<file path="config.mk">
export PLATFORM = sky130hd
export DESIGN_NAME = length_prefixed_packet_deframer_flat
export DESIGN_NICKNAME = d
export VERILOG_FILES = /design/src/lppd_pkg.sv /design/src/lppd_channels.sv /design/src/length_prefixed_packet_deframer.sv /design/src/flat_wrapper.sv
export VERILOG_INCLUDE_DIRS = /design/src /design/src/src
export SDC_FILE = /design/constraint.sdc
export NUM_CORES = 1
export LEC_CHECK = 0
export ABC_AREA = 1
export BUFFER_PORTS_ARGS = -buffer_cell sky130_fd_sc_hd__buf_4
export CORE_MARGIN = 2
export CORE_UTILIZATION = 40
export DETAILED_ROUTE_END_ITERATION = 10
export PLACE_DENSITY_LB_ADDON = 0.1
export SLEW_MARGIN = 10
export SYNTH_ARGS = -nofsm -noshare
export SYNTH_HDL_FRONTEND = slang
export SYNTH_SLANG_ARGS = --single-unit
</file>
<file path="constraint.sdc">
create_clock -name clk_i -period 7 [get_ports clk_i]
set_input_delay 0.35 -clock clk_i [delete_from_list [all_inputs] [get_ports clk_i]]
set_output_delay 0.35 -clock clk_i [all_outputs]
set_load 0.01 [all_outputs]
</file>
<file path="src/assert_macros.svh">
// Concurrent assertion macros shared by the RTL.
`ifndef ASSERT_MACROS_SVH
`define ASSERT_MACROS_SVH

// Check on every clock edge outside reset.
`define ASSERT_CLK(lbl, prop, msg) \
  lbl: assert property (@(posedge clk_i) disable iff (!rst_ni) (prop)) else $error(msg);

// Check on every clock edge, reset included.
`define ASSERT_ALWAYS(lbl, prop, msg) \
  lbl: assert property (@(posedge clk_i) (prop)) else $error(msg);

`endif

</file>
<file path="src/lppd_pkg.sv">
// Types and constants for the length-prefixed packet deframer.
package lppd_pkg;

  localparam int unsigned WORD_W    = 32;
  localparam int unsigned BYTE_W    = 8;
  localparam int unsigned HDR_WORDS = 4;
  localparam int unsigned HDR_BYTES = HDR_WORDS * (WORD_W / BYTE_W);
  localparam int unsigned CNT_W     = $clog2(HDR_BYTES + 1);

  typedef logic [WORD_W-1:0] word_t;
  typedef logic [BYTE_W-1:0] byte_t;
  typedef logic [CNT_W-1:0]  hdr_cnt_t;
  typedef logic [1:0]        status_t;

  // Header word slots, in stream order.
  localparam int unsigned W_SIG  = 0;
  localparam int unsigned W_FLAG = 1;
  localparam int unsigned W_ID   = 2;
  localparam int unsigned W_LEN  = 3;

  localparam status_t STATUS_OK        = 2'd0;
  localparam status_t STATUS_BAD_SIG   = 2'd1;
  localparam status_t STATUS_SHORT_LEN = 2'd2;

endpackage

</file>
<file path="src/lppd_channels.sv">
// Handshake channel interfaces: input bytes, results and configuration.
interface lppd_byte_if import lppd_pkg::*; ();
  logic  valid;
  logic  ready;
  byte_t data_byte;

  modport source (output valid, output data_byte, input ready);
  modport sink   (input valid, input data_byte, output ready);
endinterface

interface lppd_result_if import lppd_pkg::*; ();
  logic    valid;
  logic    ready;
  word_t   packet_flag;
  word_t   packet_id;
  word_t   packet_length;
  byte_t   body_byte;
  logic    has_byte;
  logic    last;
  status_t status;

  modport source (output valid, output packet_flag, output packet_id, output packet_length,
                  output body_byte, output has_byte, output last, output status,
                  input ready);
  modport sink   (input valid, input packet_flag, input packet_id, input packet_length,
                  input body_byte, input has_byte, input last, input status,
                  output ready);
endinterface

interface lppd_cfg_if import lppd_pkg::*; ();
  logic  valid;
  logic  ready;
  word_t magic_signature;

  modport source (output valid, output magic_signature, input ready);
  modport sink   (input valid, input magic_signature, output ready);
endinterface

</file>
<file path="src/length_prefixed_packet_deframer.sv">
// Length-prefixed packet deframer top level.
//
//  channel | dir | beat carries
//  --------+-----+------------------------------------------------------------
//  in_i    | in  | data_byte: next byte of the received stream
//  out_o   | out | flag, id, length, body_byte, has_byte, last, status
//  cfg_i   | in  | magic_signature: expected first header word
//
// One byte a cycle: each beat is decoded by the header/body logic and any
// result lands in the output register at the same edge.
// in_i stalls only while a result sits in out_o and out_o.ready is low;
// once halted after an error the block sinks every byte without a stall.
// cfg_i is always ready. Asynchronous active-low reset clears the header
// count, the body count, the halt flag, the magic register and out_o.valid.
`include "assert_macros.svh"

module length_prefixed_packet_deframer import lppd_pkg::*; (
  input  logic               clk_i,
  input  logic               rst_ni,
  lppd_byte_if.sink          in_i,
  lppd_result_if.source      out_o,
  lppd_cfg_if.sink           cfg_i
);

  // Control state.
  hdr_cnt_t hdr_cnt_q, hdr_cnt_d;
  word_t    body_rem_q, body_rem_d;
  logic     halted_q, halted_d;
  word_t    magic_q;
  logic     out_valid_q, out_valid_d;

  // Header words, shifted in big-endian.
  word_t    hdr_q [HDR_WORDS];
  word_t    hdr_d [HDR_WORDS];

  // Result register payload.
  word_t    flag_q, id_q, len_q;
  byte_t    byte_q;
  logic     has_q, last_q;
  status_t  status_q;

  // Result computed for this beat.
  logic     res_load;
  byte_t    res_byte;
  logic     res_has, res_last;
  status_t  res_status;

  logic     in_fire;
  logic     in_body;
  logic     [1:0] word_sel;
  word_t    len_word;

  assign cfg_i.ready = 1'b1;

  // Take a byte whenever the result register is free or draining; drop
  // bytes freely once halted.
  assign in_i.ready = halted_q | ~out_valid_q | out_o.ready;
  assign in_fire    = in_i.valid & in_i.ready;
  assign in_body    = hdr_cnt_q[CNT_W-1];
  assign word_sel   = hdr_cnt_q[3:2];
  assign len_word   = {hdr_q[W_LEN][WORD_W-BYTE_W-1:0], in_i.data_byte};

  always_comb begin
    hdr_d      = hdr_q;
    hdr_cnt_d  = hdr_cnt_q;
    body_rem_d = body_rem_q;
    halted_d   = halted_q;
    res_load   = 1'b0;
    res_byte   = '0;
    res_has    = 1'b0;
    res_last   = 1'b1;
    res_status = STATUS_OK;

    if (in_fire && !halted_q) begin
      if (!in_body) begin
        // Header byte: shift it into its word.
        hdr_d[word_sel] = {hdr_q[word_sel][WORD_W-BYTE_W-1:0], in_i.data_byte};
        hdr_cnt_d       = hdr_cnt_q + hdr_cnt_t'(1);
        if (hdr_cnt_q == hdr_cnt_t'(HDR_BYTES - 1)) begin
          // Header complete: signature first, then length.
          if (hdr_q[W_SIG] != magic_q) begin
            halted_d   = 1'b1;
            res_load   = 1'b1;
            res_status = STATUS_BAD_SIG;
          end else if (len_word < word_t'(HDR_BYTES)) begin
            halted_d   = 1'b1;
            res_load   = 1'b1;
            res_status = STATUS_SHORT_LEN;
          end else begin
            body_rem_d = len_word - word_t'(HDR_BYTES);
            if (len_word == word_t'(HDR_BYTES)) begin
              // Empty body: close the packet right away.
              hdr_cnt_d = '0;
              res_load  = 1'b1;
            end
          end
        end
      end else begin
        // Body byte: pass it out, mark the final one.
        body_rem_d = body_rem_q - word_t'(1);
        res_load   = 1'b1;
        res_byte   = in_i.data_byte;
        res_has    = 1'b1;
        res_last   = (body_rem_q == word_t'(1));
        if (res_last) begin
          hdr_cnt_d = '0;
        end
      end
    end

    if (res_load) begin
      out_valid_d = 1'b1;
    end else if (out_o.ready) begin
      out_valid_d = 1'b0;
    end else begin
      out_valid_d = out_valid_q;
    end
  end

  always_ff @(posedge clk_i or negedge rst_ni) begin
    if (!rst_ni) begin
      hdr_cnt_q   <= '0;
      body_rem_q  <= '0;
      halted_q    <= 1'b0;
      magic_q     <= '0;
      out_valid_q <= 1'b0;
    end else begin
      hdr_cnt_q   <= hdr_cnt_d;
      body_rem_q  <= body_rem_d;
      halted_q    <= halted_d;
      out_valid_q <= out_valid_d;
      if (cfg_i.valid) begin
        magic_q <= cfg_i.magic_signature;
      end
    end
  end

  // Header words and result payload: no reset, loaded before first use.
  always_ff @(posedge clk_i) begin
    hdr_q <= hdr_d;
    if (res_load) begin
      flag_q   <= hdr_d[W_FLAG];
      id_q     <= hdr_d[W_ID];
      len_q    <= hdr_d[W_LEN];
      byte_q   <= res_byte;
      has_q    <= res_has;
      last_q   <= res_last;
      status_q <= res_status;
    end
  end

  assign out_o.valid         = out_valid_q;
  assign out_o.packet_flag   = flag_q;
  assign out_o.packet_id     = id_q;
  assign out_o.packet_length = len_q;
  assign out_o.body_byte     = byte_q;
  assign out_o.has_byte      = has_q;
  assign out_o.last          = last_q;
  assign out_o.status        = status_q;

  // Header count never runs past a full header.
  `ASSERT_ALWAYS(a_hdr_cnt_range, hdr_cnt_q <= hdr_cnt_t'(HDR_BYTES), "header count overflow")
  // An error halt is sticky until reset.
  `ASSERT_CLK(a_halt_sticky, halted_q |=> halted_q, "halt flag cleared without reset")
  // A live body phase always has bytes left to pass.
  `ASSERT_CLK(a_body_nonzero, (in_body && !halted_q) |-> (body_rem_q != '0), "body phase with no bytes left")

endmodule
</file>
<file path="src/flat_wrapper.sv">
// flat-port wrapper written by rule: the top's interface ports become plain ports
module length_prefixed_packet_deframer_flat import lppd_pkg::*;
  (clk_i, rst_ni, in_i_valid, in_i_data_byte, in_i_ready, out_o_valid, out_o_packet_flag, out_o_packet_id, out_o_packet_length, out_o_body_byte, out_o_has_byte, out_o_last, out_o_status, out_o_ready, cfg_i_valid, cfg_i_magic_signature, cfg_i_ready);
  lppd_byte_if in_i_i ();
  lppd_result_if out_o_i ();
  lppd_cfg_if cfg_i_i ();
  input  logic clk_i;
  input  logic rst_ni;
  input wire logic [$bits(in_i_i.valid)-1:0] in_i_valid;
  input wire logic [$bits(in_i_i.data_byte)-1:0] in_i_data_byte;
  output wire logic [$bits(in_i_i.ready)-1:0] in_i_ready;
  output wire logic [$bits(out_o_i.valid)-1:0] out_o_valid;
  output wire logic [$bits(out_o_i.packet_flag)-1:0] out_o_packet_flag;
  output wire logic [$bits(out_o_i.packet_id)-1:0] out_o_packet_id;
  output wire logic [$bits(out_o_i.packet_length)-1:0] out_o_packet_length;
  output wire logic [$bits(out_o_i.body_byte)-1:0] out_o_body_byte;
  output wire logic [$bits(out_o_i.has_byte)-1:0] out_o_has_byte;
  output wire logic [$bits(out_o_i.last)-1:0] out_o_last;
  output wire logic [$bits(out_o_i.status)-1:0] out_o_status;
  input wire logic [$bits(out_o_i.ready)-1:0] out_o_ready;
  input wire logic [$bits(cfg_i_i.valid)-1:0] cfg_i_valid;
  input wire logic [$bits(cfg_i_i.magic_signature)-1:0] cfg_i_magic_signature;
  output wire logic [$bits(cfg_i_i.ready)-1:0] cfg_i_ready;
  assign in_i_i.valid = in_i_valid;
  assign in_i_i.data_byte = in_i_data_byte;
  assign in_i_ready = in_i_i.ready;
  assign out_o_valid = out_o_i.valid;
  assign out_o_packet_flag = out_o_i.packet_flag;
  assign out_o_packet_id = out_o_i.packet_id;
  assign out_o_packet_length = out_o_i.packet_length;
  assign out_o_body_byte = out_o_i.body_byte;
  assign out_o_has_byte = out_o_i.has_byte;
  assign out_o_last = out_o_i.last;
  assign out_o_status = out_o_i.status;
  assign out_o_i.ready = out_o_ready;
  assign cfg_i_i.valid = cfg_i_valid;
  assign cfg_i_i.magic_signature = cfg_i_magic_signature;
  assign cfg_i_ready = cfg_i_i.ready;
  length_prefixed_packet_deframer u_core (.clk_i(clk_i), .rst_ni(rst_ni), .in_i(in_i_i), .out_o(out_o_i), .cfg_i(cfg_i_i));
endmodule
</file>
==> reports/metrics.yaml <==
place:
  placed_area_um2: 15200
  place_inst: 2118
  dp_hpwl_um: 29200
  gp_congestion: 0.920
  post-place-ws_ns: 3.54
  io_buffers: 154
setup_path:
  critPathSlowestCell: "buf_4"
  cp_cell_sequence: "inv_1, buf_4, ha_1, inv_1, nor2_1, o21ai_0, nand2_4, buf_4"
  cp-end-kind: "flip-flop"
  crit_path_max_fanout: 59
  critPathKind: "reg -> reg"
  cp.buffers_inverters: 4
  startpoint_type: "flip-flop"
  cp.required_ns: 7.13
  critPathMaxStageDelay_ns: 0.65
  cp_top_family: "buffers and inverters"
  cp_data_arrival_time_ns: 3.58
layout:
  multi_input_area_um2: 4930
  final_cell_mix: "nand2_1, buf_4, nor2_1"
  area_delta_synth_final_pct: 19.8
  layout-drive-gt1-share: 0.153
  final_common_cell: "nand2_1"
  regArea_um2: 7900
  final_area_um2: 16400
  final_util: 0.488
  finalNonFillerCells: 2183
  nets: 1760
  antennaDiodeCount: 0
  fillers: 3232
sta:
  post-route-period-util: 0.493
  drv_slew: 0
  final.setup.tns_ns: 0
  finalSetupViolCount: 0
  grt_setup_unrepaired: "no"
  maxSlewHeadroom: 0.436
  fin_worst_skew_ns: 0.0327
  whs_ns: 0.0240
  hold_violations: 0
  worst_pin_slew_ns: 0.847
  max_freq_mhz: 290
  finalCriticalPeriod_ns: 3.45
  finalWorstSetupSlack_ns: 3.55
floorplanning:
  start_util: 0.407
  die_w_um: 189
  rows: 67
  pin_count: 156
  dieArea_um2: 35700
  core-area_um2: 33600
  die_y_um: 189
logic_synthesis:
  synth_seq_area_share: 0.577
  avgSynthCellArea_um2: 8.80
  synth_cell_types: 36
  synth-warning-count: 0
  syn-num-nets: 1607
  synth_edf_count: 140
  synthCells: 1555
  syn_area_um2: 13700
  synthArstFlopShare: 0.231
  synth_flop_cell: "edfxtp_1"
  synth_seq_cells: 307
grt:
  grt_start_max_net_pins: 60
  grt_usage: 0.226
  antenna_found_initial: 0
  grt_pass1_wl_um: 61800
  grt_pass1_vias: 10500
  grt_overflow_total: 0
power:
  p_per_area_nw_per_um2: 235
  total_power_mw: 3.86
  ir_drop_uv: 138
  p_leak_nw: 7.35
clocking:
  htree_levels: 2
  clk_latency_ns: 0.53
  cts_tree: "yes"
  clk_pin_slew_worst_paths_ns: 0.06
  cts_made_buffers: 35
  cts_root_buf: "clkbuf_16"
  clock_sinks: 307
  clk_path_buf_depth: 3
hold_path:
  hp-class: "in -> reg"
detailed_routing:
  drt_first_pass_iters: 5
  wl_um: 40400
  wire_per_inst_um: 18.5
  drcViolationCount: 0
  initialDrtViolationCount: 842
  ant_nets: 0
  vias_per_cell: 5.00
  vias: 10900
flow_run:
  cap_violations: 0
status:
  status: "finished, final reports clean"
## area by class of cell
class / instances / area share
inverter: 154 / 0.0353
clock inverter: 13 / 0.0103
sequential: 307 / 0.482
multi-input combinational: 1044 / 0.301
clock buffer: 51 / 0.0609
tap: 448 / 0.0342
timing repair buffer: 166 / 0.0762
## repair_timing
item / CTS / global route
buffers inserted: 0 / 0
gates resized for setup: 0 / 0
hold buffers: 1 / 0
endpoints found under the hold margin: 32 / 0
## tightest hold or removal path, cell delays in order
cell and delay (ns):
buf_4 0.08, nand2_1 0.04, o21ai_0 0.05
## Yosys cell counts, types with 8 or more instances
library cell  count  area [um2]
mux2_2           14         158
inv_1           143         537
nor2_1          163         612
o211ai_1          8        60.1
o21ai_1          10        50.1
edfxtp_1        140        4200
nor3_1            8        40.0
o221ai_2         10         150
nand3_1          88         440
a22oi_1          23         173
o21ai_0         105         526
xnor2_1          17         149
xor2_1           16         140
dfrtp_1          71        1780
buf_2            20         100
a21oi_1          14        70.1
nand2_1         522        1960
dfxtp_1          96        1920
clkbuf_1         14        52.6
## registers in the layout, indices dropped and copies added (netlist names)
signal and cells:
u_core.out_o.body_byte 8, u_core.out_o.last 1, u_core.body_rem_q 32, u_core.out_o.valid 1
u_core.out_o.packet_flag 32, u_core.out_o.has_byte 1, u_core.out_o.packet_id 32, u_core.halted_q 1
u_core.magic_q 32, u_core.hdr_q 128, u_core.out_o.status 2, u_core.out_o.packet_length 32
u_core.hdr_cnt_q 5
## worst paths after layout
kind	startpoint	end	slack (ns)	cells past startpoint
max reg2reg	u_core.hdr_cnt_q[4]	u_core.out_o.packet_length[7]	3.55	8
min	cfg_i_magic_signature[23]	u_core.magic_q[23]	0.02	3
min in group asynchronous	rst_ni	u_core.magic_q[0]	0.33	2
max in group asynchronous	rst_ni	u_core.body_rem_q[12]	5.67	3
min reg2reg	u_core.hdr_q[25]	u_core.hdr_q[25]	0.45	2
max	u_core.hdr_cnt_q[4]	u_core.out_o.packet_length[7]	3.55	8
## logic make-up after synthesis
family,Yosys count,share of synthesized area
multiplexers,14,0.0115
XOR/XNOR,33,0.0211
buffers and inverters,204,0.0630
flip-flops,307,0.577
other,1,0.000274
AO/OA/AOI/OAI,182,0.0823
adder cells (fa/ha/maj),7,0.00640
AND/OR/NAND/NOR,807,0.238
## metal layers
| metal | GRT usage | vias up | part of all wire |
|---|---|---|---|
| li1 | - | 5350 | - |
| met1 | 0.313 | 5157 | 0.45 |
| met2 | 0.366 | 354 | 0.46 |
| met3 | 0.0365 | 63 | 0.062 |
| met4 | 0.0706 | 0 | 0.027 |
| met5 | 0 | - | 0 |
## where the power goes
| part | switching, mW | leakage (nW) | internal [mW] | total [mW] |
|---|---|---|---|---|
| clock | 0.750 | 0.559 | 1.11 | 1.86 |
| sequential | 0.0136 | 2.93 | 1.88 | 1.90 |
| combinational | 0.0539 | 3.86 | 0.0443 | 0.0982 |
| total | 0.818 | 7.35 | 3.04 | 3.86 |
(Power assumes the default switching activity.)
